### src/rtl/frt_pkg.sv
// ----------------------------------------------------------------------------
// frt_pkg: fragment reassembly tracker shared types
// Transfer payloads, slot key, scan flags and result status codes.
// ----------------------------------------------------------------------------
`default_nettype none

package frt_pkg;

	localparam int KEY_W = 112;
	localparam int AGE_W = 32;

	localparam logic [2:0] ST_WAIT  = 3'd0;
	localparam logic [2:0] ST_DONE  = 3'd1;
	localparam logic [2:0] ST_RANGE = 3'd2;
	localparam logic [2:0] ST_DUP   = 3'd3;
	localparam logic [2:0] ST_LAST2 = 3'd4;

	typedef struct packed {
		logic [15:0] msg_id;
		logic [47:0] source_mac;
		logic [47:0] dest_mac;
		logic [7:0]  fragment_number;
		logic        last_flag;
	} frt_in_t;

	typedef struct packed {
		logic [2:0] status;
		logic [2:0] slot_index;
		logic       evicted;
		logic [4:0] final_fragment;
	} frt_out_t;

	typedef struct packed {
		logic [15:0] msg_id;
		logic [47:0] source_mac;
		logic [47:0] dest_mac;
	} frt_key_t;

	typedef struct packed {
		logic match_found;
		logic free_found;
	} frt_scan_flags_t;

endpackage

`default_nettype wire

### src/rtl/frt_slot_mem.sv
// ----------------------------------------------------------------------------
// frt_slot_mem: slot table storage
// One write port and one registered read port over the slot entries.
// ----------------------------------------------------------------------------
`default_nettype none

module frt_slot_mem #(
	parameter int DEPTH = 8,
	parameter int WIDTH = 8,
	localparam int AW = $clog2(DEPTH)
) (
	input  wire logic             clk,
	input  wire logic             we,
	input  wire logic [AW-1:0]    waddr,
	input  wire logic [WIDTH-1:0] wdata,
	input  wire logic [AW-1:0]    raddr,
	output logic      [WIDTH-1:0] rdata
);

	logic [WIDTH-1:0] mem [DEPTH];

	always_ff @(posedge clk) begin
		if (we) begin
			mem[waddr] <= wdata;
		end
	end

	always_ff @(posedge clk) begin
		rdata <= mem[raddr];
	end

endmodule

`default_nettype wire

### src/rtl/frt_scan.sv
// ----------------------------------------------------------------------------
// frt_scan: slot scan unit
// Compares one slot per cycle against the fragment key and tracks the first
// match, the first free slot and the oldest slot.
// ----------------------------------------------------------------------------
`default_nettype none

module frt_scan
	import frt_pkg::*;
#(
	parameter int SLOTS = 8,
	parameter int MAX_FRAGS = 26,
	localparam int IDX_W = $clog2(SLOTS),
	localparam int LI_W = (MAX_FRAGS > 1) ? $clog2(MAX_FRAGS) : 1
) (
	input  wire logic                 clk,
	input  wire logic                 arst_n,
	input  wire logic                 start,
	input  wire logic                 cmp_vld,
	input  wire logic [IDX_W-1:0]     cmp_idx,
	input  wire frt_key_t             key,
	input  wire logic                 slot_vld,
	input  wire frt_key_t             slot_key,
	input  wire logic [MAX_FRAGS-1:0] slot_seen,
	input  wire logic                 slot_has_last,
	input  wire logic [LI_W-1:0]      slot_last,
	input  wire logic [AGE_W-1:0]     slot_age,
	output frt_scan_flags_t           flags,
	output logic [IDX_W-1:0]          match_idx,
	output logic [MAX_FRAGS-1:0]      match_seen,
	output logic                      match_has_last,
	output logic [LI_W-1:0]           match_last,
	output logic [IDX_W-1:0]          free_idx,
	output logic [IDX_W-1:0]          best_idx
);

	frt_scan_flags_t  flags_q;
	logic [AGE_W-1:0] best_age_q;
	logic             hit;
	logic             older;

	assign hit   = slot_vld && (slot_key == key);
	assign older = (cmp_idx == '0) || (slot_age < best_age_q);
	assign flags = flags_q;

	always_ff @(posedge clk or negedge arst_n) begin
		if (!arst_n) begin
			flags_q <= '0;
		end else if (start) begin
			flags_q <= '0;
		end else if (cmp_vld) begin
			if (hit) begin
				flags_q.match_found <= 1'b1;
			end
			if (!slot_vld) begin
				flags_q.free_found <= 1'b1;
			end
		end
	end

	always_ff @(posedge clk) begin
		if (cmp_vld) begin
			if (hit && !flags_q.match_found) begin
				match_idx      <= cmp_idx;
				match_seen     <= slot_seen;
				match_has_last <= slot_has_last;
				match_last     <= slot_last;
			end
			if (!slot_vld && !flags_q.free_found) begin
				free_idx <= cmp_idx;
			end
			if (older) begin
				best_age_q <= slot_age;
				best_idx   <= cmp_idx;
			end
		end
	end

endmodule

`default_nettype wire

### src/rtl/fragment_reassembly_tracker_top.sv
// The slot scan reads one table entry per cycle through the single memory read
// port. Not ready while a fragment is in flight; a finished result may wait in
// the output register while the next fragment is taken.
// Reset clears all slot valid bits and the age counter; no clearing pass.
// ----------------------------------------------------------------------------
// fragment_reassembly_tracker_top: fragment reassembly slot tracker
// Matches fragment headers to reassembly slots, records fragments, evicts the
// oldest slot when full and reports completion.
// ----------------------------------------------------------------------------
`default_nettype none

module fragment_reassembly_tracker_top
	import frt_pkg::*;
#(
	parameter int SLOTS = 8,
	parameter int MAX_FRAGS = 26
) (
	input  wire logic     clk,
	input  wire logic     arst_n,
	input  wire logic     frag_valid,
	output logic          frag_ready,
	input  wire frt_in_t  frag,
	output logic          res_valid,
	input  wire logic     res_ready,
	output frt_out_t      res
);

	localparam int IDX_W    = $clog2(SLOTS);
	localparam int LI_W     = (MAX_FRAGS > 1) ? $clog2(MAX_FRAGS) : 1;
	localparam int SEEN_LSB = LI_W + 1;
	localparam int KEY_LSB  = SEEN_LSB + MAX_FRAGS;
	localparam int AGE_LSB  = KEY_LSB + KEY_W;
	localparam int ENT_W    = AGE_LSB + AGE_W;

	localparam logic [2:0] S_IDLE   = 3'd0;
	localparam logic [2:0] S_SCAN   = 3'd1;
	localparam logic [2:0] S_LAST   = 3'd2;
	localparam logic [2:0] S_DECIDE = 3'd3;
	localparam logic [2:0] S_COMMIT = 3'd4;

	logic [2:0]           state_q;
	logic [IDX_W-1:0]     issue_q;
	logic                 cmp_vld_s1;
	logic [IDX_W-1:0]     cmp_idx_s1;
	frt_in_t              item_q;
	frt_key_t             key;
	logic [SLOTS-1:0]     valid_q;
	logic [AGE_W-1:0]     age_q;

	logic [ENT_W-1:0]     rd_word;
	logic [ENT_W-1:0]     wr_word;
	frt_key_t             rd_key;

	frt_scan_flags_t      flags;
	logic [IDX_W-1:0]     match_idx;
	logic [MAX_FRAGS-1:0] match_seen;
	logic                 match_has_last;
	logic [LI_W-1:0]      match_last;
	logic [IDX_W-1:0]     free_idx;
	logic [IDX_W-1:0]     best_idx;

	logic                 rng;
	logic [MAX_FRAGS-1:0] bit_oh;
	logic [LI_W-1:0]      frag_li;
	logic [2:0]           rej_d;
	logic                 wr_en_d;
	logic [IDX_W-1:0]     slot_d;
	logic                 ev_d;
	logic [MAX_FRAGS-1:0] seen_d;
	logic                 has_last_d;
	logic [LI_W-1:0]      last_d;

	logic [2:0]           rej_q;
	logic                 wr_en_q;
	logic [IDX_W-1:0]     slot_q;
	logic                 ev_q;
	logic [MAX_FRAGS-1:0] seen_q;
	logic                 has_last_q;
	logic [LI_W-1:0]      last_q;

	logic [MAX_FRAGS-1:0] need;
	logic                 complete;
	logic                 out_free;
	logic                 fire;
	logic                 start;
	frt_out_t             res_d;

	assign frag_ready = (state_q == S_IDLE);
	assign start      = frag_valid && frag_ready;
	assign out_free   = !res_valid || res_ready;
	assign fire       = (state_q == S_COMMIT) && out_free;

	assign key.msg_id     = item_q.msg_id;
	assign key.source_mac = item_q.source_mac;
	assign key.dest_mac   = item_q.dest_mac;

	always_ff @(posedge clk or negedge arst_n) begin
		if (!arst_n) begin
			state_q    <= S_IDLE;
			issue_q    <= '0;
			cmp_vld_s1 <= 1'b0;
		end else begin
			cmp_vld_s1 <= (state_q == S_SCAN);
			case (state_q)
				S_IDLE: begin
					issue_q <= '0;
					if (start) begin
						state_q <= S_SCAN;
					end
				end
				S_SCAN: begin
					if (issue_q == IDX_W'(SLOTS - 1)) begin
						state_q <= S_LAST;
					end else begin
						issue_q <= issue_q + 1'b1;
					end
				end
				S_LAST:   state_q <= S_DECIDE;
				S_DECIDE: state_q <= S_COMMIT;
				S_COMMIT: begin
					if (out_free) begin
						state_q <= S_IDLE;
					end
				end
				default:  state_q <= S_IDLE;
			endcase
		end
	end

	always_ff @(posedge clk) begin
		cmp_idx_s1 <= issue_q;
		if (start) begin
			item_q <= frag;
		end
	end

	frt_slot_mem #(
		.DEPTH (SLOTS),
		.WIDTH (ENT_W)
	) u_mem (
		.clk   (clk),
		.we    (fire && wr_en_q),
		.waddr (slot_q),
		.wdata (wr_word),
		.raddr (issue_q),
		.rdata (rd_word)
	);

	assign rd_key = frt_key_t'(rd_word[AGE_LSB-1:KEY_LSB]);

	frt_scan #(
		.SLOTS     (SLOTS),
		.MAX_FRAGS (MAX_FRAGS)
	) u_scan (
		.clk            (clk),
		.arst_n         (arst_n),
		.start          (start),
		.cmp_vld        (cmp_vld_s1),
		.cmp_idx        (cmp_idx_s1),
		.key            (key),
		.slot_vld       (valid_q[cmp_idx_s1]),
		.slot_key       (rd_key),
		.slot_seen      (rd_word[KEY_LSB-1:SEEN_LSB]),
		.slot_has_last  (rd_word[LI_W]),
		.slot_last      (rd_word[LI_W-1:0]),
		.slot_age       (rd_word[ENT_W-1:AGE_LSB]),
		.flags          (flags),
		.match_idx      (match_idx),
		.match_seen     (match_seen),
		.match_has_last (match_has_last),
		.match_last     (match_last),
		.free_idx       (free_idx),
		.best_idx       (best_idx)
	);

	assign rng     = item_q.fragment_number >= 8'(MAX_FRAGS);
	assign bit_oh  = MAX_FRAGS'(1) << item_q.fragment_number;
	assign frag_li = item_q.fragment_number[LI_W-1:0];

	always_comb begin
		rej_d      = ST_WAIT;
		wr_en_d    = 1'b0;
		slot_d     = '0;
		ev_d       = 1'b0;
		seen_d     = bit_oh;
		has_last_d = item_q.last_flag;
		last_d     = item_q.last_flag ? frag_li : '0;
		if (rng) begin
			rej_d  = ST_RANGE;
			slot_d = flags.match_found ? match_idx : '0;
		end else if (flags.match_found) begin
			slot_d = match_idx;
			if ((match_seen & bit_oh) != '0) begin
				rej_d = ST_DUP;
			end else if (item_q.last_flag && match_has_last) begin
				rej_d = ST_LAST2;
			end else begin
				wr_en_d    = 1'b1;
				seen_d     = match_seen | bit_oh;
				has_last_d = match_has_last | item_q.last_flag;
				last_d     = item_q.last_flag ? frag_li : match_last;
			end
		end else begin
			wr_en_d = 1'b1;
			slot_d  = flags.free_found ? free_idx : best_idx;
			ev_d    = !flags.free_found;
		end
	end

	always_ff @(posedge clk or negedge arst_n) begin
		if (!arst_n) begin
			wr_en_q <= 1'b0;
		end else if (state_q == S_DECIDE) begin
			wr_en_q <= wr_en_d;
		end
	end

	always_ff @(posedge clk) begin
		if (state_q == S_DECIDE) begin
			rej_q      <= rej_d;
			slot_q     <= slot_d;
			ev_q       <= ev_d;
			seen_q     <= seen_d;
			has_last_q <= has_last_d;
			last_q     <= last_d;
		end
	end

	always_comb begin
		for (int i = 0; i < MAX_FRAGS; i++) begin
			need[i] = (last_q >= LI_W'(i));
		end
	end

	assign complete = has_last_q && ((seen_q & need) == need);
	assign wr_word  = {age_q, key, seen_q, has_last_q, last_q};

	always_comb begin
		res_d.slot_index     = 3'(slot_q);
		res_d.evicted        = wr_en_q && ev_q;
		res_d.status         = rej_q;
		res_d.final_fragment = '0;
		if (wr_en_q) begin
			res_d.status = complete ? ST_DONE : ST_WAIT;
			if (complete) begin
				res_d.final_fragment = 5'(last_q);
			end
		end
	end

	always_ff @(posedge clk or negedge arst_n) begin
		if (!arst_n) begin
			valid_q   <= '0;
			age_q     <= '0;
			res_valid <= 1'b0;
		end else begin
			if (fire && wr_en_q) begin
				valid_q[slot_q] <= !complete;
				age_q           <= age_q + 1'b1;
			end
			if (fire) begin
				res_valid <= 1'b1;
			end else if (res_ready) begin
				res_valid <= 1'b0;
			end
		end
	end

	always_ff @(posedge clk) begin
		if (fire) begin
			res <= res_d;
		end
	end

endmodule

`default_nettype wire

### config.mk
export PLATFORM = sky130hd
export DESIGN_NAME = fragment_reassembly_tracker_top
export DESIGN_NICKNAME = d
export VERILOG_FILES = /design/src/rtl/frt_pkg.sv /design/src/rtl/frt_slot_mem.sv /design/src/rtl/frt_scan.sv /design/src/rtl/fragment_reassembly_tracker_top.sv
export SDC_FILE = /design/constraint.sdc
export NUM_CORES = 2
export LEC_CHECK = 0
export BUFFER_PORTS_ARGS = -buffer_cell sky130_fd_sc_hd__buf_2
export CAP_MARGIN = 15
export CORE_ASPECT_RATIO = 0.6
export CORE_UTILIZATION = 40
export CTS_CLUSTER_DIAMETER = 100
export CTS_CLUSTER_SIZE = 14
export DETAILED_ROUTE_END_ITERATION = 12
export PLACE_DENSITY = 0.62
export SYNTH_ARGS = -nofsm -noshare
export SYNTH_HDL_FRONTEND = slang
export SYNTH_SLANG_ARGS = --single-unit
### constraint.sdc
create_clock -name clk -period 54.1 [get_ports clk]
set_input_delay 5.41 -clock clk [delete_from_list [all_inputs] [get_ports clk]]
set_output_delay 5.41 -clock clk [all_outputs]
set_load 0.02 [all_outputs]
# Yosys cells after proc, flatten, opt, wreduce, memory -nomap -nowiden
# Memory sizes are Yosys's and may differ from the RTL's. A register that Yosys moved wholly into a read port is not among the register bits.
# Cells that the tools add are included.
[totals] register_bits=299 mem_bits_rw=1408 output_inout_bits=14 word_cells=167 n_memories=1
[mem_list] memory="u_mem.mem" words=8 word_bits=176 read_ports=1 rd_clocked_by_memory_dff=1 wr=1 line_no="frt_slot_mem.sv:20" text="logic [WIDTH-1:0] mem [DEPTH];"
[op_classes] n_addsub=2 order_cmp=31 n_eq_ne=12 shift=1 mux=46 n_bitwise=5 n_reduce_logical=35
[op_table] op="112-bit equality test" n=1
[op_table] op="26-bit 2-to-1 mux" n=4
[op_table] op="26-bit bitwise AND" n=2
[op_table] op="5-bit greater-or-equal comparator, second input constant" n=10
[op_table] op="5-bit by 4-bit greater-or-equal comparator with 1-bit output, second input constant" n=8
[op_table] op="32-bit by 1-bit adder with 32-bit output, second input constant" n=1
[op_table] op="32-bit < comparator" n=1
[op_table] op="3-bit 2-to-1 mux" n=10
[op_table] op="5-bit 2-to-1 mux" n=6
[op_table] op="26-bit equality test" n=1
[op_table] op="26-bit bitwise OR" n=1
[op_table] op="26-bit nonzero test" n=1
[op_table] op="1-bit by 8-bit << shifter with 26-bit output, first input constant" n=1
[op_table] op="5-bit by 3-bit greater-or-equal comparator with 1-bit output, second input constant" n=4
[op_table] op="1-bit 2-to-1 mux" n=17
[op_table] op="3-bit one-hot mux with 5 select lines" n=1
[op_table] op="2-bit AND reduction" n=7
[op_table] op="5-bit by 1-bit greater-or-equal comparator with 1-bit output, second input constant" n=2
[op_table] op="5-bit by 2-bit greater-or-equal comparator with 1-bit output, second input constant" n=2
[op_table] op="1-bit logical AND" n=10
[op_table] op="8-bit bitwise mux" n=1
[op_table] op="8-bit by 5-bit greater-or-equal comparator with 1-bit output, second input constant" n=1
[op_table] op="3-bit by 4-bit < comparator with 1-bit output, second input constant" n=2
[op_table] op="2-bit 2-to-1 mux" n=4
[op_table] op="19 further kinds" n=34

# Depth between registers and ports, before layout
[depth] word_depth=6 mapped_depth=9 ltp_nobuf=8

# Hierarchy
# Synthesis repeated with hierarchy kept, for this count alone.
[unflattened] hier_cells=3216 area_unflattened_um2=69903.3
[modules_own_cells] mod="frt_slot_mem" n_inst=1 cells_per_inst=2223 area_each_um2=56531.7 seq_area_each_um2=45803.9
[modules_own_cells] mod="fragment_reassembly_tracker_top" n_inst=1 cells_per_inst=595 area_each_um2=8868.5 seq_area_each_um2=6451.2
[modules_own_cells] mod="frt_scan" n_inst=1 cells_per_inst=398 area_each_um2=4503.1 seq_area_each_um2=2242.2

# Worst setup path before layout
# No wires, ideal clock.
[synth_path] path_kind="input -> register" startpoint="in res_ready" endpoint="reg valid_q[0]" arrival_ps=23487 slack_ps=29854 path_stages=5 n_path_buf=0 path_cell_list="nand2b_1 and2_1 nand2_1 nor4_1 a21oi_1"
[synth_between] elab_chain_len=3
[synth_rtl] element="start, declared" line_no="fragment_reassembly_tracker_top.sv:24" text="input wire logic res_ready,"
[synth_rtl] element="1-bit logical OR" line_no="fragment_reassembly_tracker_top.sv:90" text="assign out_free = !res_valid || res_ready;"
[synth_rtl] element="1-bit logical AND" line_no="fragment_reassembly_tracker_top.sv:91" text="assign fire = (state_q == S_COMMIT) && out_free;"
[synth_rtl] element="via fire" line_no="fragment_reassembly_tracker_top.sv:84" text="logic fire;"
[synth_rtl] element="1-bit logical AND" line_no="fragment_reassembly_tracker_top.sv:257" text="if (fire && wr_en_q) begin"
[synth_rtl] element="end signal, assigned by index" line_no="fragment_reassembly_tracker_top.sv:258" text="valid_q[slot_q] <= !complete;"
[synth_rtl] element="end, declared" line_no="fragment_reassembly_tracker_top.sv:47" text="logic [SLOTS-1:0] valid_q;"
# The timed path passes the listed nets, and every way through them passes these cells.
# A chain may end at the register's enable or synchronous reset.

# Worst setup path after layout
[layout_path] startpoint="in res_ready" endpoint="mem u_mem.mem[0][71] in the netlist's numbering (enable)"
[layout_between] elab_chain_len=5
[layout_rtl] element="1-bit logical OR" line_no="fragment_reassembly_tracker_top.sv:90"
[layout_rtl] element="1-bit logical AND" line_no="fragment_reassembly_tracker_top.sv:91"
[layout_rtl] element="via fire" line_no="fragment_reassembly_tracker_top.sv:84"
[layout_rtl] element="1-bit logical AND" line_no="fragment_reassembly_tracker_top.sv:142" text=".we (fire && wr_en_q),"
[layout_rtl] element="1-bit 2-to-1 mux" line_no="frt_slot_mem.sv:23" text="if (we) begin"
[layout_rtl] element="1-bit 2-to-1 mux (implied by the code)" line_no="frt_slot_mem.sv:24" text="mem[waddr] <= wdata;"
[layout_rtl] element="end, declared" line_no="frt_slot_mem.sv:20"
# The timed path passes the listed nets, and every way through them passes these cells.

==> results.md <==
* Fin. max-slew vios at 0
* Vias in the first global route at 32400
* Setup crit start kind: input port
* Slowest cell on the critical path: buf_4
* Final antenna-violating net count at 0
* Most common cell after layout, fill and taps aside: edfxtp_1
* Setup TNS at 0 ps
* Largest net degree at the start of global routing at 141
* Type of the worst min-delay path: flop to flop
* Synth warn at 0
* Inserted Clock Buffers at 160
* Mapped Cells at 3237
* EDFF count, synth at 1653
* RSZ-0062 raised after global routing: no
* FP Rows at 118
* Max Freq at 119 MHz
* DR vias/cell at 5.39
* Final Hold Fails at 0
* Tot GR Track Use at 0.173
* CTS H-tree depth at 4
* Slew at the pin closest to its max-slew limit at 1230 ps
* Most frequent cells in the layout: edfxtp_1 (1653), mux4_2 (354), mux2_2 (183)
* Nets at 3620
* Period minus WS final at 8380 ps
* Worst Path Arrival at 8750 ps
* Resized cells post-CTS at 0
* Sink Count at 1883
* Total Wirelength at 152 mm
* Drc violations at 0
* Min-Delay Path Depth at 0
* Maximum VDD drop at 0.0000422 V
* Overflow after GRT at 0
* Cell leakage power at 25.5 nW
* Clock-pin slew on the worst setup and hold paths at 60 ps
* Syn nets at 3396
* CTS tree: built
* Post-synthesis register bit count at 1883
* GP Congestion at 0.783
* Post-Syn Area at 0.0695 sq mm
* Area grow syn2layout at 11.8%
* Port bufs at 138
* First-pass GRT wire length at 224 mm
* CP cell instances: buf_2 > nand2b_1 > and2_1 > nand2_1 > nor4_2 > buf_12 > buf_4
* Slack of the worst reg-to-reg path at 49890 ps
* CTS max path bufs at 4
* Worst skew pair latency at 790 ps
* Fin Clk Skew at 61.4 ps
* Drt first-iter violations at 3445
* HPWL Detailed at 85.5 mm
* Post-Place Cell Area at 0.0731 sq mm
* WP data required at 54460 ps
* Critical Path Fanout Max at 117
* Total power at 3.53 mW
* # setup viols final at 0
* Hold Startpoint: u_mem.rdata[23]
* Top_reg_cell synth: edfxtp_1
* Kind of critical path: input port to flop
* Core area at 0.173 sq mm
* RR Endpoint: u_mem.mem[0][71]
* CP max stage delay at 950 ps
* Status: completed
* WL per Instance at 25.9 um
* RR Startpoint: state_q[0]
* Num ports at 139
* Worst setup EP type: flop
* Power Density at 45.4 mW/mm^2
* Final Util at 0.450
* Asr flop ratio synth at 0.0271
* Initial Util at 0.403
* Worst Hold End: u_scan.match_seen[17]
* # hold bufs at CTS at 0
* Share of cells above drive strength 1 at 0.257
* Post-Syn Area per Cell at 21.5 sq um
* Die Ht at 325 um
* Sequential area share after synthesis at 0.784
* Initial antenna violation count at 12
* Hold WS at 404 ps
* Root buf cell: clkbuf_16
* Die boundary width at 540 um
* Post-route cell area at 0.0777 sq mm
* Period utilization at 0.155
* Via count at 31600
* R2r worst-path depth at 6
* Rel. slew slack at 0.179
* Max-cap check violation count at 0
* Cell variety after synth at 73
* Full die area at 0.176 sq mm
* Post-CTS Setup Bufs at 0
* First drt pass iteration count at 6
## power by group
part | internal, mW | leakage [nW] | total, mW | switching [mW]
registers | 1.70 | 17.7 | 1.81 | 0.109
clock network | 0.570 | 2.18 | 1.06 | 0.493
logic | 0.333 | 5.59 | 0.658 | 0.326
total | 2.61 | 25.5 | 3.53 | 0.928
## layer usage
metal  vias up  wire length [um]  GRT usage
li1      13600                 -          -
met1     16900             72800      0.270
met2       990             65200      0.247
met3       159             12000     0.0441
met4         2              1810     0.0282
met5         -                13          0
## final cells by class
| class | count | area (sq um) |
|---|---|---|
| flip-flops and latches | 1883 | 54500 |
| multi-input cells | 1134 | 14300 |
| inverters | 96 | 360 |
| clock inverters | 2 | 17.5 |
| clock buffers | 280 | 4560 |
| fillers | 14400 | 94800 |
| well taps | 2280 | 2850 |
| diodes | 6 | 15.0 |
| repair buffers | 186 | 1170 |
## logic make-up after synthesis
group                      Yosys count  share of synthesized area
buffers and inverters              220                     0.0126
DFF                               1883                      0.784
muxes                              544                      0.145
xor gates and xnor gates            95                     0.0121
adders and majority gates           36                    0.00641
and+or+nand+nor                    310                     0.0247
AOI/OAI and AO/OA                  149                     0.0152
## Yosys cell counts, drive strengths merged (4+ instances only)
| cell type | count | share of area |
|---|---|---|
| a22oi | 5 | 0.00054 |
| o2111ai | 4 | 0.00050 |
| mux2 | 183 | 0.030 |
| nor3b | 6 | 0.00081 |
| nand3 | 25 | 0.0018 |
| o22ai | 24 | 0.0022 |
| mux2i | 7 | 0.0010 |
| mux4 | 354 | 0.11 |
| xor2 | 70 | 0.0089 |
| and4 | 4 | 0.00050 |
| clkbuf | 80 | 0.0043 |
| o211ai | 5 | 0.00054 |
| buf | 44 | 0.0031 |
| nand3b | 5 | 0.00054 |
| inv | 96 | 0.0052 |
| a21oi | 23 | 0.0017 |
| o21ai | 20 | 0.0014 |
| nor4 | 25 | 0.0024 |
| and2 | 5 | 0.00045 |
| nand4 | 24 | 0.0022 |
| edfxtp | 1653 | 0.71 |
| o32ai | 11 | 0.0014 |
| nor3 | 16 | 0.0012 |
| xnor2 | 25 | 0.0031 |
| dfxtp | 179 | 0.052 |
| ha | 34 | 0.0061 |
| or3 | 6 | 0.00054 |
| nand2b | 19 | 0.0017 |
| nor2 | 41 | 0.0024 |
| a2111oi | 9 | 0.0011 |
| a2111o | 4 | 0.00065 |
| and3 | 10 | 0.00090 |
| nor2b | 43 | 0.0039 |
| nand2 | 67 | 0.0036 |
| o31ai | 13 | 0.0014 |
| dfrtp | 51 | 0.018 |
## stage by stage
| stage | worst slack [ps] | std cells |
|---|---|---|
| global placement | 44970 | 5577 |
| CTS | 45650 | 5859 |
| detailed placement | 44880 | 5577 |
| global route | 45530 | 5862 |
| finish | 45720 | 5867 |
| floorplan | 29850 | 3237 |
## critical path, delay by kind of cell
| kind | cells | cell delay, ps |
|---|---|---|
| buffers and inverters | 3 | 1740 |
| AND/OR/NAND/NOR | 4 | 1500 |
## flip-flops by register name, indices dropped and copies added (netlist names), 5 cells and up
| register | count |
|---|---|
| item_q | 116 |
| valid_q | 8 |
| res | 12 |
| frag_li | 5 |
| last_q | 5 |
| age_q | 32 |
| u_mem.mem | 1408 |
| seen_q | 26 |
| u_scan.match_seen | 26 |
| u_scan.best_age_q | 32 |
| u_mem.rdata | 176 |
| u_scan.match_last | 5 |
## worst max path at each step
stage | cells after the start | to | slack [ps] | from
floorplan | 5 | valid_q[0] | 29850 | res_ready
global placement | 7 | u_mem.mem[0][66] | 44970 | res_ready
detailed placement | 7 | u_mem.mem[0][67] | 44880 | res_ready
CTS | 7 | u_mem.mem[0][71] | 45650 | res_ready
global route | 7 | u_mem.mem[0][67] | 45530 | res_ready
finish | 7 | u_mem.mem[0][71] | 45720 | res_ready
No activity file was read; power rests on OpenSTA's default activity.
